--- config.mk ---
export PLATFORM = sky130hd
export DESIGN_NAME = fde_cmd_queue
export DESIGN_NICKNAME = d
export VERILOG_FILES = /design/src/design/fde_pkg.sv /design/src/design/fde_cmd_queue.sv
export SDC_FILE = /design/constraint.sdc
export NUM_CORES = 1
export LEC_CHECK = 0
export BUFFER_PORTS_ARGS = -buffer_cell sky130_fd_sc_hd__buf_2
export CORE_AREA = 2 2 89 91
export CTS_CLUSTER_DIAMETER = 60
export DETAILED_ROUTE_END_ITERATION = 10
export DIE_AREA = 0 0 91 93
export HOLD_SLACK_MARGIN = 0.12
export PLACE_DENSITY = 0.76
export SETUP_SLACK_MARGIN = 0.15
export SYNTH_ARGS = -nofsm -noshare
export SYNTH_HDL_FRONTEND = slang
export SYNTH_SLANG_ARGS = --single-unit
--- constraint.sdc ---
create_clock -name clk -period 3.7 [get_ports clk]
set_input_delay 0.37 -clock clk [delete_from_list [all_inputs] [get_ports clk]]
set_output_delay 0.37 -clock clk [all_outputs]
set_load 0.03 [all_outputs]
--- src/design/fde_pkg.sv ---
// Shared types, constants and arithmetic helpers for the feedback delay echo.
`timescale 1ns / 1ps

package fde_pkg;

  // Block dimensions.
  localparam int CHANNELS    = 8;
  localparam int MAX_DELAY   = 65536;
  localparam int SAMPLE_BITS = 24;

  // Fixed field and register widths.
  localparam int CH_BITS       = 3;
  localparam int GAIN_BITS     = 18;
  localparam int LEN_BITS      = 17;
  localparam int FRAC_BITS     = 16;
  localparam int CFG_IDX_BITS  = 2;
  localparam int CFG_DATA_BITS = 18;

  // Derived widths.
  localparam int POS_BITS  = $clog2(MAX_DELAY);
  localparam int ADDR_BITS = CH_BITS + POS_BITS;
  localparam int MEM_DEPTH = 2 ** ADDR_BITS;
  localparam int PROD_BITS = GAIN_BITS + SAMPLE_BITS;
  localparam int ACC_BITS  = PROD_BITS + 1;
  localparam int Q_BITS    = ACC_BITS + 1 - FRAC_BITS;

  // Queue sizes between the parts of the block.
  localparam int CMDQ_DEPTH    = 2;
  localparam int CMDQ_PTR_BITS = $clog2(CMDQ_DEPTH);
  localparam int CMDQ_CNT_BITS = $clog2(CMDQ_DEPTH + 1);
  localparam int OUTQ_DEPTH    = 4;
  localparam int OUTQ_PTR_BITS = $clog2(OUTQ_DEPTH);
  localparam int OUTQ_CNT_BITS = $clog2(OUTQ_DEPTH + 1);

  // Register reset values.
  localparam logic [LEN_BITS-1:0]         DELAY_LENGTH_RST  = LEN_BITS'(4800);
  localparam logic signed [GAIN_BITS-1:0] FEEDBACK_GAIN_RST = GAIN_BITS'(13107);
  localparam logic signed [GAIN_BITS-1:0] WET_LEVEL_RST     = GAIN_BITS'(65536);
  localparam logic signed [GAIN_BITS-1:0] DRY_LEVEL_RST     = GAIN_BITS'(65536);

  // Rounding and saturation constants.
  localparam int ROUND_HALF = 1 << (FRAC_BITS - 1);
  localparam logic signed [Q_BITS-1:0] Q_MAX =
    Q_BITS'((longint'(1) << (SAMPLE_BITS - 1)) - 1);
  localparam logic signed [Q_BITS-1:0] Q_MIN =
    Q_BITS'(-(longint'(1) << (SAMPLE_BITS - 1)));

  typedef logic signed [SAMPLE_BITS-1:0] sample_t;
  typedef logic signed [GAIN_BITS-1:0]   gain_t;

  localparam sample_t SAMPLE_MAX = SAMPLE_BITS'((longint'(1) << (SAMPLE_BITS - 1)) - 1);
  localparam sample_t SAMPLE_MIN = SAMPLE_BITS'(-(longint'(1) << (SAMPLE_BITS - 1)));

  // Configuration register indexes.
  typedef enum logic [CFG_IDX_BITS-1:0] {
    REG_DELAY_LENGTH  = 2'd0,
    REG_FEEDBACK_GAIN = 2'd1,
    REG_WET_LEVEL     = 2'd2,
    REG_DRY_LEVEL     = 2'd3
  } cfg_reg_t;

  // Input item.
  typedef struct packed {
    logic [CH_BITS-1:0] channel;
    sample_t            sample_in;
  } in_item_t;

  // Result item.
  typedef struct packed {
    sample_t            sample_out;
    logic [CH_BITS-1:0] out_channel;
  } out_item_t;

  // Classified item handed from the front to the back.
  typedef struct packed {
    logic [CH_BITS-1:0]   ch;
    sample_t              x;
    logic [ADDR_BITS-1:0] addr;
    logic                 ch_ok;
    logic                 written;
  } cmd_t;

  // Gain settings seen by the datapath.
  typedef struct packed {
    gain_t fb;
    gain_t wet;
    gain_t dry;
  } gains_t;

  // A length of zero acts as one, a length above the store acts as the store size.
  function automatic logic [LEN_BITS-1:0] eff_length(input logic [LEN_BITS-1:0] len);
    logic [LEN_BITS-1:0] r;
    if (len == '0) begin
      r = LEN_BITS'(1);
    end else if (32'(len) > MAX_DELAY) begin
      r = LEN_BITS'(MAX_DELAY);
    end else begin
      r = len;
    end
    return r;
  endfunction

  // Round a Q.16 sum to nearest (half up), then saturate to the sample width.
  function automatic sample_t round_sat(input logic signed [ACC_BITS-1:0] v);
    logic [ACC_BITS:0]         t;
    logic signed [Q_BITS-1:0]  q;
    sample_t                   r;
    t = {v[ACC_BITS-1], v} + (ACC_BITS + 1)'(ROUND_HALF);
    q = $signed(t[ACC_BITS:FRAC_BITS]);
    if (q > Q_MAX) begin
      r = SAMPLE_MAX;
    end else if (q < Q_MIN) begin
      r = SAMPLE_MIN;
    end else begin
      r = q[SAMPLE_BITS-1:0];
    end
    return r;
  endfunction

endpackage

--- src/design/fde_cmd_queue.sv ---
// Short queue of classified items between the front and the back end.
`timescale 1ns / 1ps

module fde_cmd_queue (
  input  logic          clk,
  input  logic          rst_n,
  input  logic          push,
  input  fde_pkg::cmd_t push_cmd,
  input  logic          pop,
  output logic          full,
  output logic          valid,
  output fde_pkg::cmd_t head
);

  fde_pkg::cmd_t                     slot_r [fde_pkg::CMDQ_DEPTH];
  logic [fde_pkg::CMDQ_PTR_BITS-1:0] wr_ptr_r;
  logic [fde_pkg::CMDQ_PTR_BITS-1:0] rd_ptr_r;
  logic [fde_pkg::CMDQ_CNT_BITS-1:0] cnt_r;
  logic                              do_push;
  logic                              do_pop;

  assign full    = (32'(cnt_r) == fde_pkg::CMDQ_DEPTH);
  assign valid   = (cnt_r != '0);
  assign head    = slot_r[rd_ptr_r];
  assign do_push = push && !full;
  assign do_pop  = pop && valid;

  // Payload slots.
  always_ff @(posedge clk) begin
    if (do_push) begin
      slot_r[wr_ptr_r] <= push_cmd;
    end
  end

  // Pointers and fill level.
  always_ff @(posedge clk) begin
    if (!rst_n) begin
      wr_ptr_r <= '0;
      rd_ptr_r <= '0;
      cnt_r    <= '0;
    end else begin
      if (do_push) begin
        wr_ptr_r <= wr_ptr_r + fde_pkg::CMDQ_PTR_BITS'(1);
      end
      if (do_pop) begin
        rd_ptr_r <= rd_ptr_r + fde_pkg::CMDQ_PTR_BITS'(1);
      end
      if (do_push && !do_pop) begin
        cnt_r <= cnt_r + fde_pkg::CMDQ_CNT_BITS'(1);
      end else if (do_pop && !do_push) begin
        cnt_r <= cnt_r - fde_pkg::CMDQ_CNT_BITS'(1);
      end
    end
  end

endmodule

After elaboration in Yosys (flattened, before gate mapping). Memories as Yosys holds them, arrays and structs flattened. A register that Yosys moved wholly into a read port is not among the register bits. Index checks and enable logic that the tools add are counted.

Bits in writable memories: 96. Memories: 1. Logic and storage cells: 24. Bits of input ports: 52. Flip-flop bits (word level): 4. Output and inout port bits: 50.

Memories: slot_r (depth 2, bits a word 48, read ports 1, clocked after memory_dff 1, write ports 1, line fde_cmd_queue.sv:15) `fde_pkg::cmd_t slot_r [fde_pkg::CMDQ_DEPTH];`.

Add/sub/neg operators: 4. Reductions and logical operators: 9. Equal/unequal tests: 1. Multiplexer cells: 6.

Operator list (number): logical AND 1 bit (4); 2-to-1 mux 1 bit (4); 2-to-1 mux 2 bit (2); nonzero test 2 bit (2); zero test 1 bit (3); adder 1 bit (second input constant) (2); adder 2 x 1 -> 2 bit (second input constant) (1); equality test 2 bit (second input constant) (1); subtractor 2 x 1 -> 2 bit (second input constant) (1).

Depth between registers and ports, before layout.
Depth after elaboration: 7. Mapped depth: 7. Gate-level depth less buffers: 7.

Worst setup path after synthesis. No wires, ideal clock.

Path type: register to register. Start: register cnt_r[0] in the netlist's numbering. End: memory slot_r[0][0] in the netlist's numbering (enable). Library setup time: 0.447 ns. Stages on the path, launching flop included: 4. Path slack: 0.714 ns. Data arrival time: 2.539 ns. Path through: dfxtp_1 > nand2b_1 > inv_2 > nor3_2.

Longest elaborated chain between the ends: 5.

RTL lines: start: declaration (line fde_cmd_queue.sv:18) `logic [fde_pkg::CMDQ_CNT_BITS-1:0] cnt_r;`; start signal: assignment (line fde_cmd_queue.sv:49) `cnt_r <= cnt_r + fde_pkg::CMDQ_CNT_BITS'(1);`; start signal: assignment (line fde_cmd_queue.sv:51) `cnt_r <= cnt_r - fde_pkg::CMDQ_CNT_BITS'(1);`; equality test 2 bit (line fde_cmd_queue.sv:22) `assign full = (32'(cnt_r) == fde_pkg::CMDQ_DEPTH);`; via full (line fde_cmd_queue.sv:10) `output logic full,`; zero test 1 bit (line fde_cmd_queue.sv:25) `assign do_push = push && !full;`; logical AND 1 bit (line fde_cmd_queue.sv:25); 2-to-1 mux 1 bit (line fde_cmd_queue.sv:30) `if (do_push) begin`; 2-to-1 mux 1 bit (implied by the code) (line fde_cmd_queue.sv:31) `slot_r[wr_ptr_r] <= push_cmd;`; end: declaration (line fde_cmd_queue.sv:15).

The timed path passes the listed nets, and every way through them passes these cells.

==> results.md <==
- Outcome: finished clean
- Placed Area: 0.004322 sq mm
- Placement Setup Slack: ~1.6 ns
- Post-synthesis sequential area ratio: slightly above 80%
- WL/cell: approximately 15 microns
- Final ANT Viol Nets: 0
- Mapped cell area: about 0.0037 sq mm
- Dpl hpwl: 3620 microns
- Yosys reg bits: 101
- Synth area leaders: edfxtp_1 (78%), mux2_2 (8.5%), mux2_1 (6.1%)
- Worst r2r path cells: 4
- WHS Endpoint: slot_r[0][15]
- Met1 Wirelength: approximately 2300 microns
- GRT overflow: 0
- Final nets: 335
- Post-CTS Setup Inserts: 0
- Final wirelength: 5808 microns
- Slew Viols, Final: 0
- Endpoint class of the critical path: output pin
- Final instance area: between 0.004 and 0.005 sq mm
- Final WS setup: 1.240 ns
- Vias per cell: 4.897
- CTS Buffer Depth: 2
- P per Cell Area: 713.3 mW/mm^2
- PortBufs: a little over 100
- Drt first pass iters: 4
- Worst-path fanout max: 48
- First-pass GRT wire length: 9052 microns
- Worst EP arrival: 2.09 ns
- CP Class: reg -> out
- Initial DRC count: 77
- Synth unique cells: 23
- Die Ht: 93 microns
- Fmax: about 400 MHz
- Most frequent cells after synthesis: edfxtp_1 (96), mux2_2 (28), mux2_1 (20)
- Required @ worst endpoint: 3.33 ns
- Worst min path class: in -> reg
- Uppermost routed layer: met4
- R2r setup slk: 1.67 ns
- Layout cells sized above 1: 52.10%
- Net count after synthesis: 227
- CP cell instances: mux2_2, buf_2
- Core Area: between 0.007 and 0.008 sq mm
- Sum Neg Setup Slack: 0 ns
- Top Ports: 102
- Worst-Margin Slew: approximately 1.2 ns
- Largest area contributor in the netlist: edfxtp_1
- CTS Hold Bufs: 0
- H-tree depth: 3
- Max-cap violations: 0
- Initial antenna violation count: 0
- Hold WS: 0.2007 ns
- Die area: 0.008463 sq mm
- Met2 wire len: 2997 microns
- Post-layout min period: 2.460 ns
- Die W: 91 microns
- Post-synth EDFFs: 96
- Hold Crit Start: push_cmd[15]
- Fill cells: 597
- Max rail drop VDD: 0.3564 mV
- Layout area overhead: 22.37%
- Relative slew slack: between 20% and 30%
- Vias in the first global route: approximately 1900
- DRC: 0
- Ys Warns: 0
- # rows: 32
- Main flop type after synthesis: edfxtp_1
- Initial core utilization: between 40% and 50%
- Fin. Hold Viols: 0
- Met3 WL: 388 microns
- Clk_skew: 0.008698 ns
- Reg2reg start: cnt_r[0]
- CTS clk-pin slew, worst paths: 0.09 ns
- GRT Total Usage: 14.39%
- ANT cells: 0
- CTS Buf Count: 9
- CP max stage delay: 1.11 ns
- CTS tree: yes
- Top cell type's share of synthesized area: 77.97%
- Largest net degree at the start of global routing: 49
- Final worst-path cycle share: 66.48%
- Root buffer cell: clkbuf_8
- Num Clock Sinks: 101
- Hold depth: 1
- Gpl congestion: 0.6955
- Most frequent cell after synthesis: edfxtp_1
- Area of the multi-input gates: 676.9 sq um
- Worst path bufs/invs: 1
- Sequential cell area: 0.002984 sq mm
- Final setup vio count: 0
- Asr flop ratio synth: 0%
- Detailed-route via count: 1900
- Slowest CP cell: dfxtp_2
- RR Endpoint: slot_r[0][9]
- Leak: 0.001698 uW
- Mapped Cells: 174
- Avg Synthesized Cell Area: 21.25 sq um
- Post-CTS Resized: 0
- Clk_lat worst skew: 0.35 ns
- Crit start category: flop
- RSZ-0062 raised after global routing: no
- Family with the most delay on the worst path: flip-flops
## worst max-delay path by stage
stage | from | endpoint | slack (ns) | depth (start not counted)
2_1_floorplan | cnt_r[0] | slot_r[0][0] | 0.71 | 3
3_3_place_gp | flop | head[35] | 1.56 | 2
3_5_place_dp | flop | head[31] | 1.58 | 2
4_1_cts | flop | head[40] | 1.17 | 2
5_1_grt | flop | head[2] | 1.06 | 2
6_report | flop | head[35] | 1.24 | 2
## power by group
group | total (uW) | leakage (uW) | switching (uW) | internal [uW]
clock | 713 | 0.000106 | 342 | 371
combinational | 963 | 0.000654 | 608 | 355
sequential | 1550 | 0.000938 | 114 | 1440
total | 3230 | 0.00170 | 1060 | 2160
## logic make-up (layout without fill, tap and decap cells)
logic type	Yosys count	after routing	share of synthesized area [%]
AO/OA/AOI/OAI	5	5	0.8798
buffers and inverters	7	119	1.218
multiplexers	48	48	14.62
AND/OR/NAND/NOR	9	9	1.557
XOR/XNOR	3	3	0.7108
flip-flops	101	101	80.68
adder cells (fa/ha/maj)	1	1	0.3384
## flip-flops by register name, summed over array words and instances (netlist names), named ones only
register,count
cnt_r,2
slot_r,96
rd_ptr_r,1
wr_ptr_r,1
## cell usage in the layout (no fill, tap or decap), drive strengths merged
| master | n |
|---|---|
| xor2 | 1 |
| nor3 | 1 |
| a21boi | 2 |
| or2 | 1 |
| and3 | 1 |
| bufinv | 2 |
| xnor2 | 2 |
| or3 | 1 |
| ha | 1 |
| edfxtp | 96 |
| o21a | 1 |
| buf | 102 |
| mux2 | 48 |
| inv | 2 |
| clkbuf | 9 |
| nand2b | 1 |
| nor2 | 1 |
| and2 | 3 |
| dfxtp | 5 |
| o21ai | 2 |
| clkinv | 4 |
## through the flow
step           util (%)  instances  total power (uW)
6_report          60.11        388              3227
3_3_place_gp      57.41        373              2544
3_5_place_dp      57.41        373              2555
2_1_floorplan         -        174              2283
5_1_grt           60.11        388              3381
4_1_cts           60.11        388              3271
## final cells by class
type	instances	share of cell area (%)
clock buffer	9	2.738
clock inverter	6	1.742
inverter	2	0.1659
multi-input combinational	66	14.96
sequential	101	65.96
tap	102	2.821
timing repair buffer	102	11.62
## routing by layer
| metal | global-route usage, % | vias to the layer above |
|---|---|---|
| met1 | 16.11 | 936 |
| met5 | 0 | - |
| met4 | 5.934 | 0 |
| met3 | 5.238 | 9 |
| met2 | 25.00 | 62 |
| li1 | - | 893 |
Power figures use the tool's default switching activity.
