$ cat src/design/fde_pkg.sv
// Shared types, constants and arithmetic helpers for the feedback delay echo.
`timescale 1ns / 1ps

package fde_pkg;

  // Block dimensions.
  localparam int CHANNELS    = 8;
  localparam int MAX_DELAY   = 65536;
  localparam int SAMPLE_BITS = 24;

  // Fixed field and register widths.
  localparam int CH_BITS       = 3;
  localparam int GAIN_BITS     = 18;
  localparam int LEN_BITS      = 17;
  localparam int FRAC_BITS     = 16;
  localparam int CFG_IDX_BITS  = 2;
  localparam int CFG_DATA_BITS = 18;

  // Derived widths.
  localparam int POS_BITS  = $clog2(MAX_DELAY);
  localparam int ADDR_BITS = CH_BITS + POS_BITS;
  localparam int MEM_DEPTH = 2 ** ADDR_BITS;
  localparam int PROD_BITS = GAIN_BITS + SAMPLE_BITS;
  localparam int ACC_BITS  = PROD_BITS + 1;
  localparam int Q_BITS    = ACC_BITS + 1 - FRAC_BITS;

  // Queue sizes between the parts of the block.
  localparam int CMDQ_DEPTH    = 2;
  localparam int CMDQ_PTR_BITS = $clog2(CMDQ_DEPTH);
  localparam int CMDQ_CNT_BITS = $clog2(CMDQ_DEPTH + 1);
  localparam int OUTQ_DEPTH    = 4;
  localparam int OUTQ_PTR_BITS = $clog2(OUTQ_DEPTH);
  localparam int OUTQ_CNT_BITS = $clog2(OUTQ_DEPTH + 1);

  // Register reset values.
  localparam logic [LEN_BITS-1:0]         DELAY_LENGTH_RST  = LEN_BITS'(4800);
  localparam logic signed [GAIN_BITS-1:0] FEEDBACK_GAIN_RST = GAIN_BITS'(13107);
  localparam logic signed [GAIN_BITS-1:0] WET_LEVEL_RST     = GAIN_BITS'(65536);
  localparam logic signed [GAIN_BITS-1:0] DRY_LEVEL_RST     = GAIN_BITS'(65536);

  // Rounding and saturation constants.
  localparam int ROUND_HALF = 1 << (FRAC_BITS - 1);
  localparam logic signed [Q_BITS-1:0] Q_MAX =
    Q_BITS'((longint'(1) << (SAMPLE_BITS - 1)) - 1);
  localparam logic signed [Q_BITS-1:0] Q_MIN =
    Q_BITS'(-(longint'(1) << (SAMPLE_BITS - 1)));

  typedef logic signed [SAMPLE_BITS-1:0] sample_t;
  typedef logic signed [GAIN_BITS-1:0]   gain_t;

  localparam sample_t SAMPLE_MAX = SAMPLE_BITS'((longint'(1) << (SAMPLE_BITS - 1)) - 1);
  localparam sample_t SAMPLE_MIN = SAMPLE_BITS'(-(longint'(1) << (SAMPLE_BITS - 1)));

  // Configuration register indexes.
  typedef enum logic [CFG_IDX_BITS-1:0] {
    REG_DELAY_LENGTH  = 2'd0,
    REG_FEEDBACK_GAIN = 2'd1,
    REG_WET_LEVEL     = 2'd2,
    REG_DRY_LEVEL     = 2'd3
  } cfg_reg_t;

  // Input item.
  typedef struct packed {
    logic [CH_BITS-1:0] channel;
    sample_t            sample_in;
  } in_item_t;

  // Result item.
  typedef struct packed {
    sample_t            sample_out;
    logic [CH_BITS-1:0] out_channel;
  } out_item_t;

  // Classified item handed from the front to the back.
  typedef struct packed {
    logic [CH_BITS-1:0]   ch;
    sample_t              x;
    logic [ADDR_BITS-1:0] addr;
    logic                 ch_ok;
    logic                 written;
  } cmd_t;

  // Gain settings seen by the datapath.
  typedef struct packed {
    gain_t fb;
    gain_t wet;
    gain_t dry;
  } gains_t;

  // A length of zero acts as one, a length above the store acts as the store size.
  function automatic logic [LEN_BITS-1:0] eff_length(input logic [LEN_BITS-1:0] len);
    logic [LEN_BITS-1:0] r;
    if (len == '0) begin
      r = LEN_BITS'(1);
    end else if (32'(len) > MAX_DELAY) begin
      r = LEN_BITS'(MAX_DELAY);
    end else begin
      r = len;
    end
    return r;
  endfunction

  // Round a Q.16 sum to nearest (half up), then saturate to the sample width.
  function automatic sample_t round_sat(input logic signed [ACC_BITS-1:0] v);
    logic [ACC_BITS:0]         t;
    logic signed [Q_BITS-1:0]  q;
    sample_t                   r;
    t = {v[ACC_BITS-1], v} + (ACC_BITS + 1)'(ROUND_HALF);
    q = $signed(t[ACC_BITS:FRAC_BITS]);
    if (q > Q_MAX) begin
      r = SAMPLE_MAX;
    end else if (q < Q_MIN) begin
      r = SAMPLE_MIN;
    end else begin
      r = q[SAMPLE_BITS-1:0];
    end
    return r;
  endfunction

endpackage

$ cat src/design/fde_out_queue.sv
// Output queue holding finished result items until they are popped.
`timescale 1ns / 1ps

module fde_out_queue (
  input  logic                               clk,
  input  logic                               rst_n,
  input  logic                               push,
  input  fde_pkg::out_item_t                 push_item,
  input  logic                               pop,
  output logic                               empty,
  output fde_pkg::out_item_t                 head,
  output logic [fde_pkg::OUTQ_CNT_BITS-1:0]  cnt
);

  fde_pkg::out_item_t                slot_r [fde_pkg::OUTQ_DEPTH];
  logic [fde_pkg::OUTQ_PTR_BITS-1:0] wr_ptr_r;
  logic [fde_pkg::OUTQ_PTR_BITS-1:0] rd_ptr_r;
  logic [fde_pkg::OUTQ_CNT_BITS-1:0] cnt_r;
  logic                              do_push;
  logic                              do_pop;

  assign empty   = (cnt_r == '0);
  assign head    = slot_r[rd_ptr_r];
  assign cnt     = cnt_r;
  assign do_push = push && (32'(cnt_r) < fde_pkg::OUTQ_DEPTH);
  assign do_pop  = pop && !empty;

  // Payload slots.
  always_ff @(posedge clk) begin
    if (do_push) begin
      slot_r[wr_ptr_r] <= push_item;
    end
  end

  // Pointers and fill level.
  always_ff @(posedge clk) begin
    if (!rst_n) begin
      wr_ptr_r <= '0;
      rd_ptr_r <= '0;
      cnt_r    <= '0;
    end else begin
      if (do_push) begin
        wr_ptr_r <= wr_ptr_r + fde_pkg::OUTQ_PTR_BITS'(1);
      end
      if (do_pop) begin
        rd_ptr_r <= rd_ptr_r + fde_pkg::OUTQ_PTR_BITS'(1);
      end
      if (do_push && !do_pop) begin
        cnt_r <= cnt_r + fde_pkg::OUTQ_CNT_BITS'(1);
      end else if (do_pop && !do_push) begin
        cnt_r <= cnt_r - fde_pkg::OUTQ_CNT_BITS'(1);
      end
    end
  end

endmodule

$ cat config.mk
export PLATFORM = sky130hd
export DESIGN_NAME = fde_out_queue
export DESIGN_NICKNAME = d
export VERILOG_FILES = /design/src/design/fde_pkg.sv /design/src/design/fde_out_queue.sv
export SDC_FILE = /design/constraint.sdc
export NUM_CORES = 1
export LEC_CHECK = 0
export BUFFER_PORTS_ARGS = -buffer_cell sky130_fd_sc_hd__buf_2
export CAP_MARGIN = 20
export CORE_UTILIZATION = 56
export DETAILED_ROUTE_END_ITERATION = 16
export GPL_TIMING_DRIVEN = 0
export PLACE_DENSITY = 0.8
export SYNTH_ARGS = -nofsm -noshare
export SYNTH_HDL_FRONTEND = slang
export SYNTH_SLANG_ARGS = --single-unit
$ cat constraint.sdc
create_clock -name clk -period 2.62 [get_ports clk]
set_clock_uncertainty 0.2 [all_clocks]
set_input_delay 0.393 -clock clk [delete_from_list [all_inputs] [get_ports clk]]
set_output_delay 0.393 -clock clk [all_outputs]
set_load 0.1 [all_outputs]
==> After elaboration in Yosys (flattened, before gate mapping) <==
Memories as Yosys holds them, arrays and structs flattened. A register that Yosys moved wholly into a read port is not among the register bits.
Cells that the tools add are included.
Widths: inputs -> output; s select.
{ "word_totals": {"register_bits": 7, "latchBits": 0, "mem_bits_rw": 108, "romBits": 0, "out_inout_bits": 31, "elab_cells": 24, "memories": 1} }
{ "op_classes": {"addsub": 4, "n_mul": 0, "div": 0, "order_cmp": 1, "n_eq_ne": 0, "shifts": 0, "n_mux": 6, "bitwise": 0, "reduce_logical": 9} }
{ "mem_list": {"columns": ["memory", "depth", "width", "rd", "rd_ports_with_merged_regs", "wr", "line", "source"], "rows": [
  ["slot_r", 4, 27, 1, 1, 1, "fde_out_queue.sv:15", "fde_pkg::out_item_t slot_r [fde_pkg::OUTQ_DEPTH];"]
]} }
{ "ops": {"columns": ["operator", "count"], "rows": [
  ["$mux 3", 2],
  ["$add 2x1->2 const B", 2],
  ["$logic_and 1x1->1", 4],
  ["$mux 2", 2],
  ["$add 3x1->3 const B", 1],
  ["$logic_not 1->1", 3],
  ["$logic_not 3->1", 1],
  ["$lt 3x3->1 const B", 1],
  ["$sub 3x1->3 const B", 1],
  ["$mux 1", 2],
  ["$reduce_bool 2->1", 1]
]} }

==> Longest topological paths before layout <==
{ "logic_depth": {"depth_word": 6, "ltp_mapped": 8, "mapped_depth_nobuf": 7} }

==> Worst setup path before layout <==
No wires, ideal clock.
{ "synth_path": {"path_type": "reg-to-output", "from": "reg cnt_r (netlist bit cnt[0])", "to": "out empty", "t_arrival_ns": 2.958, "path_slack_ns": -0.931, "path_stages_with_launch": 2, "n_path_buf": 0, "cell_sequence": "dfxtp_1 -> nor3_1"} }
{ "synth_between": {"elab_chain_len": 1} }
{ "synth_rtl": {"columns": ["item", "line", "source"], "rows": [
  ["start, declared", "fde_out_queue.sv:18", "logic [fde_pkg::OUTQ_CNT_BITS-1:0] cnt_r;"],
  ["start signal, assigned", "fde_out_queue.sv:49", "cnt_r <= cnt_r + fde_pkg::OUTQ_CNT_BITS'(1);"],
  ["start signal, assigned", "fde_out_queue.sv:51", "cnt_r <= cnt_r - fde_pkg::OUTQ_CNT_BITS'(1);"],
  ["$logic_not 3->1", "fde_out_queue.sv:22", "assign empty = (cnt_r == '0);"],
  ["end, declared", "fde_out_queue.sv:10", "output logic empty,"]
]} }
No other way between the ends.

==> impl_results.md <==
* Inst Count DP at 352
* First-pass GRT wire length at 13.86 mm
* Clock latency on the worst-skew pair at 0.51 ns
* Synth Area in Compound Gates at 1.132%
* Post-CTS setup buffers at 0
* Critical path arrival at 1.97 ns
* CTS Buf Count at 17
* HPWL Detailed at 4.515 mm
* Status: complete, no violations
* Final Cycle Share at 97.68%
* Max stage delay on crit path at roughly 0.52 ns
* Synth Cell Area at 4423 µm²
* WL/cell at 21.88 µm
* Startpoint type of the worst setup path: flip-flop
* Crit path capture type: output port
* Die Span X at between 90 and 100 µm
* Endpoints failing setup at 0
* Critical path cell sequence: buf_6 > buf_12 > mux4_2 > buf_4
* CP Data Required Time at 2.03 ns
* Sequential cell area fraction in the yosys report at 77.40%
* CTS tree: yes
* RR Startpoint: cnt[0]$_SDFFE_PN0P_
* Simple-gate share of the synthesized area at 1.952%
* Die span in y at 90.87 µm
* Tmin final at 2.559 ns
* Fmax at between 300 and 400 MHz
* Syn-to-layout area delta at 33.47%
* Rel. slew slack at 38.18%
* Synth Area in Adders at around 1.9%
* Ranking of synthesized cells by area: edfxtp_1 (73%), mux4_2 (10%), mux4_1 (4.2%)
* Clk sinks at 117
* H-tree Lvls at 4
* Detailed-route DRC error count at 0
* Core area at 7687 µm²
* Total Routed Length at 9.015 mm
* Post-synthesis mux area share at 14.79%
* Setup Crit Path Kind: flip-flop to output port
* Total power at 0.007768 W
* First drt pass iteration count at 4
* Peak supply drop at 0.8924 mV
* Ys async rst share at 0%
* Global placement routability congestion at around 0.66
* Via density at 5.517
* Layout cell share with drive strength beyond 1 at 40.65%
* Filler-free cell count of the finished design at 412
* Post-Place Worst Slack at 0.3209 ns
* Hold Path Class: input port to flip-flop
* Syn_nets at approximately 220
* N_diodes at 0
* Pleak at 2.099 nW
* Final nets at about 330
* EDFF count, synth at 108
* Cell Rows at 32
* Grt ovf at 0
* Initial drt markers at 100
* Mapped Cells at 185
* Area share of the leading cell type in the synthesized netlist at 73.32%
* Initial antenna violation count at 0
* CTS root buf: clkbuf_8
* Clk pin slew, worst setup/hold paths at roughly 0.06 ns
* Largest family of logic cells by synthesized area: multiplexers
* Port-buffer cells at 61
* RSZ-0062 raised after global routing: no
* Io pins at 62
* Final core utilization at 76.79%
* Clock tree buffer depth at 2
* Syn Area/Cell at around 24 µm²
* Final setup margin at 0.06075 ns
* Max-cap viol count at 0
* Hold Crit Start: pop
* Cell family with most CP delay: buffers and inverters
* Cell with the most instances after synthesis: edfxtp_1
* Die footprint at 8257 µm²
* Synth cell types at 21
* Crit path max fanout at 10
* DR vias at 2273
* XOR/XNOR share of the synthesized area at 0.9901%
* Post-synth top flop: edfxtp_1
* Pin count of the biggest net entering global routing at 19
* Number of synthesized register bits at 117
* Final Hold Viols at 0
* Synth warnings at 0
* Final Max Tran Viols at 0
* Worst-Margin Slew at about 0.93 ns
* Buf/Inv on CP at 3
* Dominant cell type by area after synthesis: edfxtp_1
* Synth cell count leaders: edfxtp_1 (108), mux4_2 (20), and2_1 (9), dfxtp_1 (9), mux4_1 (7)
* Initial Util at between 50% and 60%
* Vias in the first global route at 2430
* CP max-delay cell: mux4_2
* Pwr Density at 1316 nW/µm²
* ANT nets after route at 0
* Global Route Usage Sum at 24.23%
[layout by cell type, fill, tap and decap left out]
| master | Yosys | routed |
|---|---|---|
| a21boi_0 | 1 | 1 |
| and2_1 | 9 | 9 |
| buf_12 | 2 | 2 |
| buf_16 | 0 | 2 |
| buf_2 | 4 | 43 |
| buf_4 | 0 | 16 |
| buf_6 | 1 | 6 |
| buf_8 | 0 | 2 |
| bufinv_16 | 0 | 3 |
| clkbuf_1 | 0 | 1 |
| clkbuf_16 | 0 | 16 |
| clkbuf_4 | 0 | 1 |
| clkbuf_8 | 0 | 1 |
| clkinv_2 | 0 | 1 |
| clkinv_4 | 0 | 5 |
| clkinvlp_4 | 0 | 3 |
| dfxtp_1 | 9 | 9 |
| dlygate4sd3_1 | 0 | 28 |
| edfxtp_1 | 108 | 108 |
| fa_1 | 1 | 1 |
| ha_1 | 5 | 5 |
| inv_1 | 3 | 3 |
| inv_6 | 0 | 2 |
| mux2i_1 | 2 | 2 |
| mux4_1 | 7 | 7 |
| mux4_2 | 20 | 20 |
| nor2b_1 | 3 | 3 |
| nor3_4 | 0 | 1 |
| o21ai_0 | 1 | 1 |
| o311ai_2 | 1 | 1 |
| o31ai_4 | 1 | 1 |
| or3_1 | 1 | 1 |
| xnor2_1 | 4 | 4 |
| xor2_1 | 1 | 1 |
[per-layer routing]
layer  routed length, µm  track usage [%]
met1                3593            30.00
met3                 452            6.229
met4                 158            10.85
met5                   0                0
met2                4810            40.53
[power breakdown]
group          switching, W  internal, W
Combinational       0.00224     0.000836
Sequential         0.000112      0.00229
Clock              0.000840      0.00146
Total               0.00319      0.00458
[path summary, 6_finish.rpt]
kind,endpoint,slack [ns],cells past startpoint
max,head[16],0.06,4
min,rd_ptr_r[0]$_SDFFE_PN0P_,0.13,4
max reg2reg,cnt[2]$_SDFFE_PN0P_,0.33,7
min reg2reg,wr_ptr_r[1]$_SDFFE_PN0P_,0.36,2
[worst register-to-register path, delay by kind of cell (launching register included)]
kind	cells	cell delay, ns
flops	1	0.42
simple gates	1	0.30
xor+xnor	1	0.16
compound gates	2	0.46
buf+inv	1	0.07
fa+ha+maj	2	0.61
[cell families after synthesis]
family,Yosys count
compound gates,4
xor+xnor,5
fa+ha+maj,6
buf+inv,10
flops,117
mux,29
simple gates,14
[repair_timing]
action | 4_1_cts | 5_1_grt
setup endpoints to repair | 17 | 11
hold buffers | 28 | 0
hold endpoints to repair | 115 | 0
resized for setup | 19 | 11
[final cells by class]
type	count	area [µm²]
clock buffer	18	417.9
timing repair buffer	93	739.5
buffer	7	76.32
inverter	3	11.26
clock inverter	14	178.9
fill	428	1784
sequential	117	3423
tap	102	127.6
multi-input combinational	58	928.4
[registers in the layout (all words and copies together) (netlist names), named ones only]
register,cells
slot_r,108
cnt,3
rd_ptr_r,2
wr_ptr_r,2
[per-stage QoR]
step	TNS, ns	instance area [µm²]	hold WS (ns)
after global placement	0	4867	0.3545
after CTS	-0.0006375	5878	0.1055
final	0	5903	0.1267
after global routing	0	5903	0.1264
after detailed placement	0	4952	0.3631
after floorplan	-0.01665	4434	0.2919
Power figures use the tool's default switching activity.
