`src/design/fde_pkg.sv`:
```
// Shared types, constants and arithmetic helpers for the feedback delay echo.
`timescale 1ns / 1ps

package fde_pkg;

  // Block dimensions.
  localparam int CHANNELS    = 8;
  localparam int MAX_DELAY   = 65536;
  localparam int SAMPLE_BITS = 24;

  // Fixed field and register widths.
  localparam int CH_BITS       = 3;
  localparam int GAIN_BITS     = 18;
  localparam int LEN_BITS      = 17;
  localparam int FRAC_BITS     = 16;
  localparam int CFG_IDX_BITS  = 2;
  localparam int CFG_DATA_BITS = 18;

  // Derived widths.
  localparam int POS_BITS  = $clog2(MAX_DELAY);
  localparam int ADDR_BITS = CH_BITS + POS_BITS;
  localparam int MEM_DEPTH = 2 ** ADDR_BITS;
  localparam int PROD_BITS = GAIN_BITS + SAMPLE_BITS;
  localparam int ACC_BITS  = PROD_BITS + 1;
  localparam int Q_BITS    = ACC_BITS + 1 - FRAC_BITS;

  // Queue sizes between the parts of the block.
  localparam int CMDQ_DEPTH    = 2;
  localparam int CMDQ_PTR_BITS = $clog2(CMDQ_DEPTH);
  localparam int CMDQ_CNT_BITS = $clog2(CMDQ_DEPTH + 1);
  localparam int OUTQ_DEPTH    = 4;
  localparam int OUTQ_PTR_BITS = $clog2(OUTQ_DEPTH);
  localparam int OUTQ_CNT_BITS = $clog2(OUTQ_DEPTH + 1);

  // Register reset values.
  localparam logic [LEN_BITS-1:0]         DELAY_LENGTH_RST  = LEN_BITS'(4800);
  localparam logic signed [GAIN_BITS-1:0] FEEDBACK_GAIN_RST = GAIN_BITS'(13107);
  localparam logic signed [GAIN_BITS-1:0] WET_LEVEL_RST     = GAIN_BITS'(65536);
  localparam logic signed [GAIN_BITS-1:0] DRY_LEVEL_RST     = GAIN_BITS'(65536);

  // Rounding and saturation constants.
  localparam int ROUND_HALF = 1 << (FRAC_BITS - 1);
  localparam logic signed [Q_BITS-1:0] Q_MAX =
    Q_BITS'((longint'(1) << (SAMPLE_BITS - 1)) - 1);
  localparam logic signed [Q_BITS-1:0] Q_MIN =
    Q_BITS'(-(longint'(1) << (SAMPLE_BITS - 1)));

  typedef logic signed [SAMPLE_BITS-1:0] sample_t;
  typedef logic signed [GAIN_BITS-1:0]   gain_t;

  localparam sample_t SAMPLE_MAX = SAMPLE_BITS'((longint'(1) << (SAMPLE_BITS - 1)) - 1);
  localparam sample_t SAMPLE_MIN = SAMPLE_BITS'(-(longint'(1) << (SAMPLE_BITS - 1)));

  // Configuration register indexes.
  typedef enum logic [CFG_IDX_BITS-1:0] {
    REG_DELAY_LENGTH  = 2'd0,
    REG_FEEDBACK_GAIN = 2'd1,
    REG_WET_LEVEL     = 2'd2,
    REG_DRY_LEVEL     = 2'd3
  } cfg_reg_t;

  // Input item.
  typedef struct packed {
    logic [CH_BITS-1:0] channel;
    sample_t            sample_in;
  } in_item_t;

  // Result item.
  typedef struct packed {
    sample_t            sample_out;
    logic [CH_BITS-1:0] out_channel;
  } out_item_t;

  // Classified item handed from the front to the back.
  typedef struct packed {
    logic [CH_BITS-1:0]   ch;
    sample_t              x;
    logic [ADDR_BITS-1:0] addr;
    logic                 ch_ok;
    logic                 written;
  } cmd_t;

  // Gain settings seen by the datapath.
  typedef struct packed {
    gain_t fb;
    gain_t wet;
    gain_t dry;
  } gains_t;

  // A length of zero acts as one, a length above the store acts as the store size.
  function automatic logic [LEN_BITS-1:0] eff_length(input logic [LEN_BITS-1:0] len);
    logic [LEN_BITS-1:0] r;
    if (len == '0) begin
      r = LEN_BITS'(1);
    end else if (32'(len) > MAX_DELAY) begin
      r = LEN_BITS'(MAX_DELAY);
    end else begin
      r = len;
    end
    return r;
  endfunction

  // Round a Q.16 sum to nearest (half up), then saturate to the sample width.
  function automatic sample_t round_sat(input logic signed [ACC_BITS-1:0] v);
    logic [ACC_BITS:0]         t;
    logic signed [Q_BITS-1:0]  q;
    sample_t                   r;
    t = {v[ACC_BITS-1], v} + (ACC_BITS + 1)'(ROUND_HALF);
    q = $signed(t[ACC_BITS:FRAC_BITS]);
    if (q > Q_MAX) begin
      r = SAMPLE_MAX;
    end else if (q < Q_MIN) begin
      r = SAMPLE_MIN;
    end else begin
      r = q[SAMPLE_BITS-1:0];
    end
    return r;
  endfunction

endpackage

```
`src/design/fde_front.sv`:
```
// Front end: accepts items, tracks ring positions and fill counts, builds commands.
`timescale 1ns / 1ps

module fde_front (
  input  logic                           clk,
  input  logic                           rst_n,
  input  logic                           in_push,
  input  fde_pkg::in_item_t              in_item,
  input  logic                           q_full,
  input  logic [fde_pkg::LEN_BITS-1:0]   len_eff,
  input  logic                           len_wr,
  output logic                           q_push,
  output fde_pkg::cmd_t                  q_cmd
);

  // Per-channel ring position and count of entries written since reset.
  logic [fde_pkg::POS_BITS-1:0] pos_r  [fde_pkg::CHANNELS];
  logic [fde_pkg::LEN_BITS-1:0] fill_r [fde_pkg::CHANNELS];

  logic [fde_pkg::CH_BITS-1:0]  ch;
  logic                         ch_ok;
  logic                         accept;
  logic [fde_pkg::POS_BITS-1:0] pos_use;
  logic [fde_pkg::LEN_BITS-1:0] pos_inc;
  logic [fde_pkg::LEN_BITS-1:0] pos_adv;
  logic                         written;

  assign ch     = in_item.channel;
  assign ch_ok  = (32'(ch) < fde_pkg::CHANNELS);
  assign accept = in_push & ~q_full;
  assign q_push = accept;

  // Position lookup, wrap and written check for the incoming item.
  always_comb begin
    pos_use = pos_r[ch];
    if (fde_pkg::LEN_BITS'(pos_use) >= len_eff) begin
      pos_use = '0;
    end
    pos_inc = fde_pkg::LEN_BITS'(pos_use) + fde_pkg::LEN_BITS'(1);
    pos_adv = (pos_inc >= len_eff) ? '0 : pos_inc;
    written = ch_ok && (fde_pkg::LEN_BITS'(pos_use) < fill_r[ch]);
  end

  // Command for the back end.
  always_comb begin
    q_cmd.ch      = ch;
    q_cmd.x       = in_item.sample_in;
    q_cmd.addr    = {ch, pos_use};
    q_cmd.ch_ok   = ch_ok;
    q_cmd.written = written;
  end

  // Written entries always form a prefix of each ring, so one count per channel
  // tells which entries still hold their reset value of zero.
  always_ff @(posedge clk) begin
    if (!rst_n) begin
      for (int i = 0; i < fde_pkg::CHANNELS; i++) begin
        pos_r[i]  <= '0;
        fill_r[i] <= '0;
      end
    end else if (len_wr) begin
      for (int i = 0; i < fde_pkg::CHANNELS; i++) begin
        pos_r[i] <= '0;
      end
    end else if (accept && ch_ok) begin
      pos_r[ch] <= pos_adv[fde_pkg::POS_BITS-1:0];
      if (!written) begin
        fill_r[ch] <= pos_inc;
      end
    end
  end

  // The ring position is always inside the current length.
  a_pos_in_range: assert property (@(posedge clk) disable iff (!rst_n)
    (accept && ch_ok) |-> (fde_pkg::LEN_BITS'(pos_r[ch]) < len_eff))
    else $error("ring position outside the delay length");

  // A position never runs ahead of the written prefix.
  a_pos_le_fill: assert property (@(posedge clk) disable iff (!rst_n)
    (accept && ch_ok) |-> (fde_pkg::LEN_BITS'(pos_r[ch]) <= fill_r[ch]))
    else $error("ring position beyond written entries");

  // A length write returns the ring position of channel 0 to zero.
  a_len_wr_clears: assert property (@(posedge clk) disable iff (!rst_n)
    len_wr |=> (pos_r[0] == '0))
    else $error("length write did not clear ring position");

endmodule

```
`config.mk`:
```
export PLATFORM = sky130hd
export DESIGN_NAME = fde_front
export DESIGN_NICKNAME = d
export VERILOG_FILES = /design/src/design/fde_pkg.sv /design/src/design/fde_front.sv
export SDC_FILE = /design/constraint.sdc
export NUM_CORES = 1
export LEC_CHECK = 0
export BUFFER_PORTS_ARGS = -buffer_cell sky130_fd_sc_hd__clkbuf_2
export CAP_MARGIN = 20
export CORE_MARGIN = 1
export CORE_UTILIZATION = 55
export DETAILED_ROUTE_END_ITERATION = 8
export PLACE_DENSITY = 0.77
export SYNTH_ARGS = -nofsm -noshare
export SYNTH_HDL_FRONTEND = slang
export SYNTH_SLANG_ARGS = --single-unit
```
`constraint.sdc`:
```
create_clock -name clk -period 7.75 [get_ports clk]
set_input_delay 1.55 -clock clk [delete_from_list [all_inputs] [get_ports clk]]
set_output_delay 1.55 -clock clk [all_outputs]
set_load 0.02 [all_outputs]
```
== Word-level counts from Yosys, hierarchy flattened ==
Memory sizes are Yosys's and may differ from the RTL's.
Cells that the tools add are included.

* Memories kept: 2
* Register bits after elaboration: 0
* Input bits: 49
* Output and inout port bits: 49
* RAM bits: 264
* Word-level logic and storage cells: 47

{| class="wikitable"
|+ Memory list
! name !! depth !! bits a word !! read ports !! clocked after Yosys merged registers in !! wr ports !! line !! source
|-
| fill_r || 8 || 17 || 1 || 0 || 8 || fde_front.sv:18 || <nowiki>logic [fde_pkg::LEN_BITS-1:0] fill_r [fde_pkg::CHANNELS];</nowiki>
|-
| pos_r || 8 || 16 || 1 || 0 || 8 || fde_front.sv:17 || <nowiki>logic [fde_pkg::POS_BITS-1:0] pos_r [fde_pkg::CHANNELS];</nowiki>
|}

* $lt $le $gt $ge: 3
* Muxes and demuxes: 29
* Bitwise gates (word level): 10
* Add/sub/neg operators: 1
* Reduce and logical (&&, ||, !) cells: 2

{| class="wikitable"
|+ Operators by type and width
! operator !! count
|-
| $mux W16 || 11
|-
| $add A16 B1 Y17 const B || 1
|-
| $ge A16 B17 Y1 || 1
|-
| $ge A17 B17 Y1 || 1
|-
| $lt A16 B17 Y1 || 1
|-
| $mux W17 || 1
|-
| $reduce_or A17 Y1 || 1
|-
| $reduce_or A16 Y1 || 1
|-
| $mux W1 || 15
|-
| $or A1 B1 Y1 || 8
|-
| $mux W3 || 2
|-
| $and A1 B1 Y1 || 1
|-
| $not A1 Y1 || 1
|}

== Depth between registers and ports, before layout ==
Gate-level depths: netlist (run 1).
An unclocked memory read counts as a cell.

* Word-level depth: 11
* Gate-level depth with buffers: 33
* Mapped depth without buffers: 25

== Worst setup path before layout (run 1) ==
OpenSTA, ideal clock, no wires.

* Path kind: input port to flip-flop
* From: input in_item[25] (netlist bit)
* To: memory pos_r[0][6] (netlist bit) (data pin)
* Path buffers: 10
* Setup slack: -683 ps
* Library setup time: 278 ps
* Cell stages on the path: 32
* Required time: 7472 ps
* Arrival: 8156 ps
* Cells stage by stage: buf_6 -> buf_8 -> buf_6 -> buf_6 -> buf_6 -> mux4_2 -> and2_1 -> a221oi_4 -> inv_1 -> ha_1 -> and4b_1 -> inv_1 -> o22ai_1 -> a21oi_1 -> clkbuf_1 -> and2_1 -> ha_1 -> nand3_1 -> nor2_1 -> nand3_1 -> xnor2_1 -> clkbuf_1 -> inv_1 -> ha_1 -> nand4_1 -> nor4_1 -> a2111oi_0 -> a211oi_1 -> clkbuf_1 -> clkbuf_1 -> clkbuf_1 -> nor3_1

{| class="wikitable"
|+ RTL lines
! item !! line !! source
|-
| from (decl) || fde_front.sv:8 || <nowiki>input fde_pkg::in_item_t in_item,</nowiki>
|-
| to (decl) || fde_front.sv:17 ||
|}

==> results of run 1 <==
worst min-delay path, delay by kind of cell, from the launching register on:
kind / cells / cell delay [ps]
and+or+nand+nor: 1 / 90
buffers and inverters: 2 / 320
AOI/OAI and AO/OA: 2 / 170
DFF: 1 / 380
metrics by stage:
step	cells	TNS, ps	utilization [%]	total power, uW
2_1_floorplan	1151	0	-	2011
3_3_place_gp	1520	-118.9	60.38	2199
3_5_place_dp	1520	-5444	60.38	2209
4_1_cts	1568	0	63.58	3349
5_1_grt	1575	0	64.02	3457
6_report	1575	0	64.02	3380
synthesized netlist by cell type, drive strengths merged, types with 8 or more instances:
library cell,count
ha,49
mux2i,24
a22oi,19
mux2,19
nor2,193
inv,47
nor2b,8
buf,74
a2111oi,10
a22o,10
a221o,12
a211oi,13
nor3,89
mux4,10
clkbuf,45
a21oi,26
nand4,14
nand2,54
o21ai,25
nand3,17
edfxtp,264
o21a,8
a221oi,29
and2,16
cells by family (layout without fill, tap and decap cells):
kind of cell             after synthesis  count (layout)  share of synthesized area (%)
AO/OA/AOI/OAI                        194             194                          11.31
XOR/XNOR                               6               6                         0.4890
adder cells (fa/ha/maj)               49              49                          4.437
buffers and inverters                166             266                          6.248
flip-flops                           264             264                          57.38
multiplexers                          53              53                          5.207
other                                  1               1                        0.02714
AND/OR/NAND/NOR                      418             418                          14.91
final cells by class:
class	instances	area share, %
inverters	47	1.198
clock buffers	36	4.530
multi-input cells	721	32.76
repair buffers	174	8.014
well taps	324	2.589
flip-flops and latches	264	50.62
clock inverters	9	0.2876
path summary, 6_finish.rpt:
| kind | from | endpoint | slack (ps) | depth (start not counted) |
|---|---|---|---|---|
| max | in_item[26] | q_cmd[0] | 190 | 20 |
| min | pos_r[5][15] | pos_r[5][15] | 1130 | 5 |
| max reg2reg | pos_r[2][2] | pos_r[5][11] | 1680 | 22 |
| min reg2reg | pos_r[5][15] | pos_r[5][15] | 1130 | 5 |
flip-flops by register name (all words and copies together), names as in the netlist:
| register | count |
|---|---|
| pos_r | 128 |
| fill_r | 136 |
metal layers:
layer,up-vias,global-route usage [%]
met4,0,16.15
met5,-,0
li1,4455,-
met1,5125,48.13
met2,940,52.22
met3,173,8.755
what timing repair did:
| item | in CTS | in global routing |
|---|---|---|
| endpoints found under the hold margin | 0 | 0 |
| setup buffers | 3 | 7 |
| setup endpoints to repair | 1 | 1 |
| gates resized for setup | 2 | 23 |
| pin swaps | 0 | 4 |
power by group:
| group | total, uW | internal (uW) | switching, uW | leakage [uW] |
|---|---|---|---|---|
| Clock | 1170 | 635 | 532 | 0.000363 |
| Combinational | 573 | 188 | 385 | 0.00293 |
| Sequential | 1640 | 1620 | 17.5 | 0.00283 |
| Total | 3380 | 2450 | 934 | 0.00613 |
==> flow_metrics.tcl, run 1 <==
set metrics [dict create \
    critPathMostFrequentCell "ha_1" \
    htreeDepth 1 \
    hold_slack_ps 1128 \
    critical_path_arrival_ps 6010 \
    synth.top_cell.area_share_pct 57.38 \
    synth_area_sq_um 13820 \
    clkTransAtPathRegs_ps 70 \
    critPathRequiredTime_ps 6200 \
    synth_seq_cells 264 \
    final_nets 1333 \
    track_usage_pct 34.94 \
    antenna_found_initial 0 \
    cp_cell_sequence "buf_4 > buf_12 > mux2_2 > a221oi_1 > o22ai_1 > ha_1 > and4_2 > o2111ai_1 > o22ai_2 > a21oi_2 > buf_6 > and2_1 > ha_1 > a21oi_1 > o221ai_1 > a221o_1 > nand4bb_1 > a2bb2oi_2 > nand2_8 > clkbuf_2" \
    ys.flop_type "edfxtp_1" \
    worstSetupEndpointType "output pin" \
    syn_to_final_growth_pct 13.34 \
    fin_crit_ps 7560 \
    post-dp-hpwl_microns 30130 \
    dp_slack_ps -239.8 \
    layout_commonest_cell "edfxtp_1" \
    place_congestion 0.9764 \
    synth_area_leaders "edfxtp_1, nor2_1, ha_1, nor3_1, buf_4" \
    route.antenna.remaining_nets 0 \
    synth-edff-count 264 \
    post-route-period-util_pct 97.55 \
    yosys_warnings 0 \
    postLayoutSetupSlackWorst_ps 189.6 \
    critical_path_class "input pin to output pin" \
    synth.largest_area_cell "edfxtp_1" \
    ys_seq_area_share_pct 57.38 \
    cp_slowest_stage_delay_ps 390 \
    core_sq_um 24460 \
    grt-ovfl-total 0 \
    p_leak_uw 0.006130 \
    cts_tree "built" \
    hold_class "register to register" \
    wl_met3_microns 6573 \
    cts.sinks 264 \
    powerDensity_nw_per_um2 215.8 \
    synthesis.instances 1151 \
    io_pins 98 \
    start_util_pct 56.48 \
    grt_max_degree 28 \
    async_flop_share_pct 0 \
    grt_pass1_vias 10540 \
    dr_wl_met2_microns 19400 \
    finalHoldViolCount 0 \
    multiInputGateArea_sq_um 5130 \
    final_cell_mix "edfxtp_1, nor2_1, buf_4" \
    routedWlPerCell_microns 28.12 \
    finalSetupViolCount 0 \
    die_area_sq_um 25760 \
    wl_met1_microns 16210 \
    die_y_microns 160.5 \
    diodes 0 \
    crit_path_start_kind "input pin" \
    routed_wl_microns 44290 \
    cts_buffers 27 \
    cts_buffer_depth 3 \
    first_pass_iters 6 \
    grt_setup_unrepaired "no" \
    timing.fmax_mhz 132.3 \
    finalMaxSlewViolations 0 \
    worst_pin_slew_ps 1140 \
    cp_slowest_cell "a221o_1" \
    io_buffers 48 \
    cts-root-buf "clkbuf_16" \
    vias 10690 \
    synth.distinct_cells 81 \
    avgViaCountPerCell 6.789 \
    status "completed" \
    drv_cap 0 \
    cts_hold_buf 0 \
    fin_area_sq_um 15660 \
    drc 0 \
    finClkSkew_ps 13.30 \
    critPathMaxFanout 22 \
    place_area_sq_um 14770 \
    critPathBufInv 4 \
    die_w_microns 160.5 \
    crit_family "compound AO/OA/AOI/OAI gates" \
    fillerInstances 1835 \
    ir_worst_vdd_uv 151.2 \
    clock_latency_ps 540 \
    top_layer "met4" \
    drive_gt1_share_pct 23.82 \
    syn-num-nets 1249 \
    drtIter0Drc 1665 \
    relSlewSlack_pct 23.80 \
    num_rows 57 \
    grt_pass1_wl_microns 65930 \
    synth_area_per_cell_sq_um 12.00 \
    seq_area_sq_um 7928 \
]
(Power assumes the default switching activity.)
==> run 2, diff against run 1 <==
--- a/config.mk
+++ b/config.mk
@@ -6,11 +6,11 @@
 export NUM_CORES = 1
 export LEC_CHECK = 0
 export BUFFER_PORTS_ARGS = -buffer_cell sky130_fd_sc_hd__clkbuf_2
-export CAP_MARGIN = 20
 export CORE_MARGIN = 1
-export CORE_UTILIZATION = 55
+export CORE_UTILIZATION = 60
 export DETAILED_ROUTE_END_ITERATION = 8
-export PLACE_DENSITY = 0.77
+export MAX_ROUTING_LAYER = met4
+export PLACE_DENSITY = 0.79
 export SYNTH_ARGS = -nofsm -noshare
 export SYNTH_HDL_FRONTEND = slang
 export SYNTH_SLANG_ARGS = --single-unit
==> constraint.sdc (replaced) <==
create_clock -name clk -period 9.5 [get_ports clk]
set_input_delay 1.9 -clock clk [delete_from_list [all_inputs] [get_ports clk]]
set_output_delay 1.9 -clock clk [all_outputs]
set_load 0.02 [all_outputs]
==> flow_metrics.tcl, run 2 (same netlist as run 1, synthesis figures left out) <==
set metrics [dict create \
    p_switching_uw 758.5 \
    syn_to_final_growth_pct 8.431 \
    die_w_microns 153.8 \
    grt-ovfl-total 0 \
    seqPwrFrac_pct 47.7 \
    route.antenna.remaining_nets 0 \
    post-dp-hpwl_microns 27090 \
    fillerInstances 1549 \
    pwr-share-comb_pct 15.0 \
    final_cell_mix "edfxtp_1, nor2_1, nor3_1" \
    track_usage_pct 36.62 \
    finalHoldViolCount 0 \
    drc 0 \
    grt_pass1_vias 9903 \
    cp_slowest_stage_delay_ps 630 \
    critical_path_class "input pin to output pin" \
    routed_wl_microns 41740 \
    sw_frac_of_total_pct 27.03 \
    status "completed" \
    avgViaCountPerCell 7.138 \
    clock_latency_ps 540 \
    cp_cell_sequence "buf_2 > nor2b_1 > a221oi_1 > o22ai_1 > ha_1 > a21oi_1 > o21ai_0 > a211oi_1 > o21ai_1 > nor2_1 > ha_1 > nand3_1 > o221ai_1 > a221o_1 > nand4bb_1 > a2bb2oi_2 > nand2_8 > clkbuf_2" \
    crit_path_start_kind "input pin" \
    p_int_uw 2048 \
    vias 10420 \
    post-route-period-util_pct 98.07 \
    die_y_microns 153.8 \
    worst_pin_slew_ps 1042 \
    num_rows 55 \
    drive_gt1_share_pct 17.72 \
    critPathRequiredTime_ps 7600 \
    worstSetupEndpointType "output pin" \
    drtIter0Drc 1711 \
    place_congestion 1.000 \
    relSlewSlack_pct 30.36 \
    routedWlPerCell_microns 28.59 \
    grt_max_degree 52 \
    postCtsSetupBuffers 0 \
    io_buffers 48 \
    power_frac_clock_pct 37.3 \
    critical_path_arrival_ps 7420 \
    power_uw 2807 \
    io_pins 98 \
    setup_tns_ps 0 \
    timing.fmax_mhz 107.3 \
    critPathMostFrequentCell "ha_1" \
    cts.sinks 264 \
    clkTransAtPathRegs_ps 70 \
    start_util_pct 61.03 \
    layout_commonest_cell "edfxtp_1" \
    finClkSkew_ps 20.09 \
    antenna_found_initial 1 \
    p_leak_uw 0.005775 \
    core_sq_um 22640 \
    die_area_sq_um 23640 \
    top_register "fill_r" \
    htreeDepth 1 \
    cts_tree "built" \
    finalSetupViolCount 0 \
    grt_pass1_wl_microns 61370 \
    drv_cap 0 \
    critPathMaxFanout 27 \
    reg_top3 "fill_r: 136 flops, pos_r: 128 flops" \
    fin_crit_ps 9317 \
    cp_slowest_cell "nor2b_1" \
    cts_buffer_depth 3 \
    final_nets 1252 \
    finalMaxSlewViolations 0 \
    cts-root-buf "clkbuf_16" \
    cts_buffers 26 \
    hold_class "register to register" \
    powerDensity_nw_per_um2 187.3 \
    ir_worst_vdd_uv 144.2 \
    first_pass_iters 9 \
    grt_setup_unrepaired "no" \
    largest_reg_flops 136 \
]
==> run 2: cell types whose count changed in the layout (fill, tap and decap cells not counted), moves of 3 or more <==
cell       delta
buf_6         -3
buf_4        -77
o21ai_2       -3
o21ai_0       +5
bufinv_16     +3
inv_1         +4
clkinv_2      +4
clkinv_1      -3
==> run 2: stage by stage <==
step | setup WS [ps] | std cells | cell area (sq um) | hold WS (ps) | utilization [%]
floorplan | 682.4 | 1151 | 13820 | 850.7 | -
global placement | 619.3 | 1411 | 14120 | 1023 | 62.37
detailed placement | 469.3 | 1411 | 14120 | 1019 | 62.37
CTS | 448.0 | 1459 | 14970 | 1042 | 66.13
global route | 13.40 | 1460 | 14980 | 1077 | 66.17
finish | 183.1 | 1460 | 14980 | 1044 | 66.17
==> run 2: final timing paths <==
check               start            to  slack, ps  cells after the start
max           in_item[26]      q_cmd[0]        180                     18
min          pos_r[5][15]  pos_r[3][15]       1040                      3
max reg2reg   pos_r[2][4]  pos_r[3][11]       2630                     24
min reg2reg  pos_r[5][15]  pos_r[3][15]       1040                      3
==> run 2: critical path, delay by kind of cell <==
kind,cells,cell delay [ps]
simple gates,5,1710
buf+inv,2,740
compound gates,9,2280
fa+ha+maj,2,760
==> run 2: layout make-up <==
class	instances	area [sq um]	area share, %
sequential	264	7928	52.91
multi-input combinational	721	5055	33.74
clock buffer	34	701.9	4.685
timing repair buffer	94	610.6	4.075
tap	285	356.6	2.380
inverter	47	176.4	1.178
clock inverter	14	151.4	1.011
antenna	1	2.502	0.01670
==> run 2: power groups by stage <==
stage	Clock, uW	Sequential (uW)	Combinational, uW
detailed placement	0	1360	401
global route	1080	1340	440
finish	1050	1340	421
CTS	1030	1340	404
floorplan	0	1350	280
global placement	0	1360	395
==> run 2: what timing repair did <==
item                                    4_1_cts  5_1_grt
endpoints found under the setup margin        0        1
gates resized for setup                       0        1
hold buffers                                  0        0
==> run 2: per-layer routing <==
layer	up-vias	part of all wire, %	track usage (%)
met1	4927	36	47.77
met4	0	5.7	18.19
met2	1003	44	53.68
met5	-	0	-
li1	4297	-	-
met3	195	15	9.076
==> run 3, diff against run 2 <==
--- a/config.mk
+++ b/config.mk
@@ -7,10 +7,11 @@
 export LEC_CHECK = 0
 export BUFFER_PORTS_ARGS = -buffer_cell sky130_fd_sc_hd__clkbuf_2
 export CORE_MARGIN = 1
-export CORE_UTILIZATION = 60
+export CORE_UTILIZATION = 57
 export DETAILED_ROUTE_END_ITERATION = 8
 export MAX_ROUTING_LAYER = met4
-export PLACE_DENSITY = 0.79
+export PLACE_DENSITY = 0.76
+export RECOVER_POWER = 100
 export SYNTH_ARGS = -nofsm -noshare
 export SYNTH_HDL_FRONTEND = slang
 export SYNTH_SLANG_ARGS = --single-unit
==> constraint.sdc (replaced) <==
create_clock -name clk -period 10.4 [get_ports clk]
set_input_delay 2.08 -clock clk [delete_from_list [all_inputs] [get_ports clk]]
set_output_delay 2.08 -clock clk [all_outputs]
set_load 0.02 [all_outputs]
==> flow_metrics.tcl, run 3 (same netlist as run 1, synthesis figures left out) <==
set metrics [dict create \
    status "completed" \
    fin_area_sq_um 14800 \
    track_usage_pct 36.25 \
    reg2reg_from "pos_r[1][4]" \
    worstSetupEndpointType "output pin" \
    timing.fmax_mhz 99.98 \
    first_pass_iters 8 \
    critical_path_arrival_ps 7920 \
    critPathRequiredTime_ps 8320 \
    ir_worst_vdd_uv 140.1 \
    die_w_microns 157.7 \
    finalMaxSlewViolations 0 \
    min_from "pos_r[5][15]" \
    dr_wl_met2_microns 19220 \
    reg2reg_to "pos_r[0][15]" \
    drc 0 \
    r2r_slack_ps 2920 \
    post-dp-hpwl_microns 27510 \
    top_register "fill_r" \
    r2r_cells 22 \
    grt_pass1_wl_microns 62660 \
    grt_max_degree 49 \
    start_util_pct 58.52 \
    wl_met1_microns 15280 \
    cts-root-buf "clkbuf_16" \
    final_cell_mix "edfxtp_1, nor2_1, nor3_1" \
    hold_class "register to register" \
    ctsResizeCount 0 \
    power_uw 2584 \
    largest_reg_flops 136 \
    critPathMaxFanout 30 \
    cts.sinks 264 \
    finalHoldViolCount 0 \
    relSlewSlack_pct 5.296 \
    finClkSkew_ps 23.26 \
    place_congestion 0.9723 \
    die_y_microns 157.7 \
    powerDensity_nw_per_um2 174.6 \
    worst_pin_slew_ps 1421 \
    grt_pass1_vias 10010 \
    num_rows 56 \
    die_area_sq_um 24870 \
    reg_top3 "fill_r: 136 flops, pos_r: 128 flops" \
    cts_buffer_depth 3 \
    p_leak_uw 0.005654 \
    crit_path_start_kind "input pin" \
    syn_to_final_growth_pct 7.127 \
    clock_latency_ps 550 \
    core_sq_um 23610 \
    grt-ovfl-total 0 \
    wl_met3_microns 6083 \
    setup_tns_ps 0 \
    diodes 0 \
    final_nets 1245 \
    routedWlPerCell_microns 28.55 \
    layoutNonFillerInstCount 1486 \
    postCtsSetupBuffers 0 \
    place_area_sq_um 14100 \
    routed_wl_microns 42430 \
    avgViaCountPerCell 6.814 \
    io_pins 98 \
    io_buffers 48 \
    route.antenna.remaining_nets 0 \
    fin_crit_ps 10000 \
    cts_buffers 26 \
    post-route-period-util_pct 96.17 \
    top_layer "met4" \
    holdPathEnd "fill_r[0][15]" \
    clkTransAtPathRegs_ps 60 \
    critical_path_class "input pin to output pin" \
    dp_cells 1438 \
    cts_hold_buf 0 \
    cts_tree "built" \
    antenna_found_initial 0 \
    hold_depth 3 \
    finalSetupViolCount 0 \
    grt_setup_unrepaired "no" \
    drtIter0Drc 1612 \
    drive_gt1_share_pct 14.31 \
    vias 10130 \
    layout_commonest_cell "edfxtp_1" \
    htreeDepth 1 \
    drv_cap 0 \
]
==> run 3: cell types whose count changed in the layout (fill, tap and decap cells not counted), moves of 3 or more <==
cell       change
buf_4          -9
and2_1         -7
nand4_1        +7
clkbuf_1       +9
nand4_4        -7
clkbuf_2      -10
or2_0          +4
a2111oi_2      -3
or2_2          -4
a2111oi_0      +3
and2_0         +7
clkinv_1       +6
==> run 3: layer usage <==
metal / vias to the layer above / global-route usage (%)
met5: - / -
met4: 0 / 15.44
met3: 139 / 9.773
met2: 832 / 53.83
met1: 4882 / 47.01
li1: 4272 / -
==> run 3: layout make-up <==
cell class | instances | area (sq um)
Fill cell | 1816 | 8811
Sequential cell | 264 | 7928
Multi-Input combinational cell | 721 | 4898
Clock buffer | 27 | 654.4
Timing Repair Buffer | 87 | 504.2
Tap cell | 319 | 399.1
Clock inverter | 21 | 241.5
Inverter | 47 | 176.4
==> run 3: worst max-delay path, stage by stage <==
cell and delay, ps:
clkbuf_2 290, buf_4 450, and2_1 580, a22oi_1 220, o2bb2ai_1 530, ha_1 360
a21oi_1 150, o21ai_0 170, a211o_1 310, a21oi_1 540, buf_4 280, and2_0 280
ha_1 300, nand3_1 140, nor2_1 50, o22ai_1 270, nand4bb_1 150, a2bb2oi_1 160
buf_4 200, nand2_8 120, clkbuf_1 250
==> run 3: power by group <==
group / switching (uW) / internal [uW]
Clock: 412 / 582
Combinational: 265 / 103
Sequential: 11.9 / 1210
==> run 3: worst max-delay path by stage <==
stage                     endpoint  slack, ps  depth (start not counted)   startpoint
after floorplan           q_cmd[0]       1220                         25  in_item[25]
after global placement    q_cmd[0]        720                         21  in_item[24]
after detailed placement  q_cmd[0]        640                         21  in_item[24]
after CTS                 q_cmd[0]        620                         21  in_item[24]
after global routing      q_cmd[0]         90                         21  in_item[24]
final                     q_cmd[0]        400                         21  in_item[24]
==> run 3: through the flow <==
step	hold slack (ps)	utilization (%)	worst slack, ps
after global placement	991.8	59.71	715.6
final	957.0	62.69	398.2
after global routing	994.6	62.69	86.51
after floorplan	850.7	-	1222
after detailed placement	987.3	59.71	643.4
after CTS	995.7	63.51	624.9
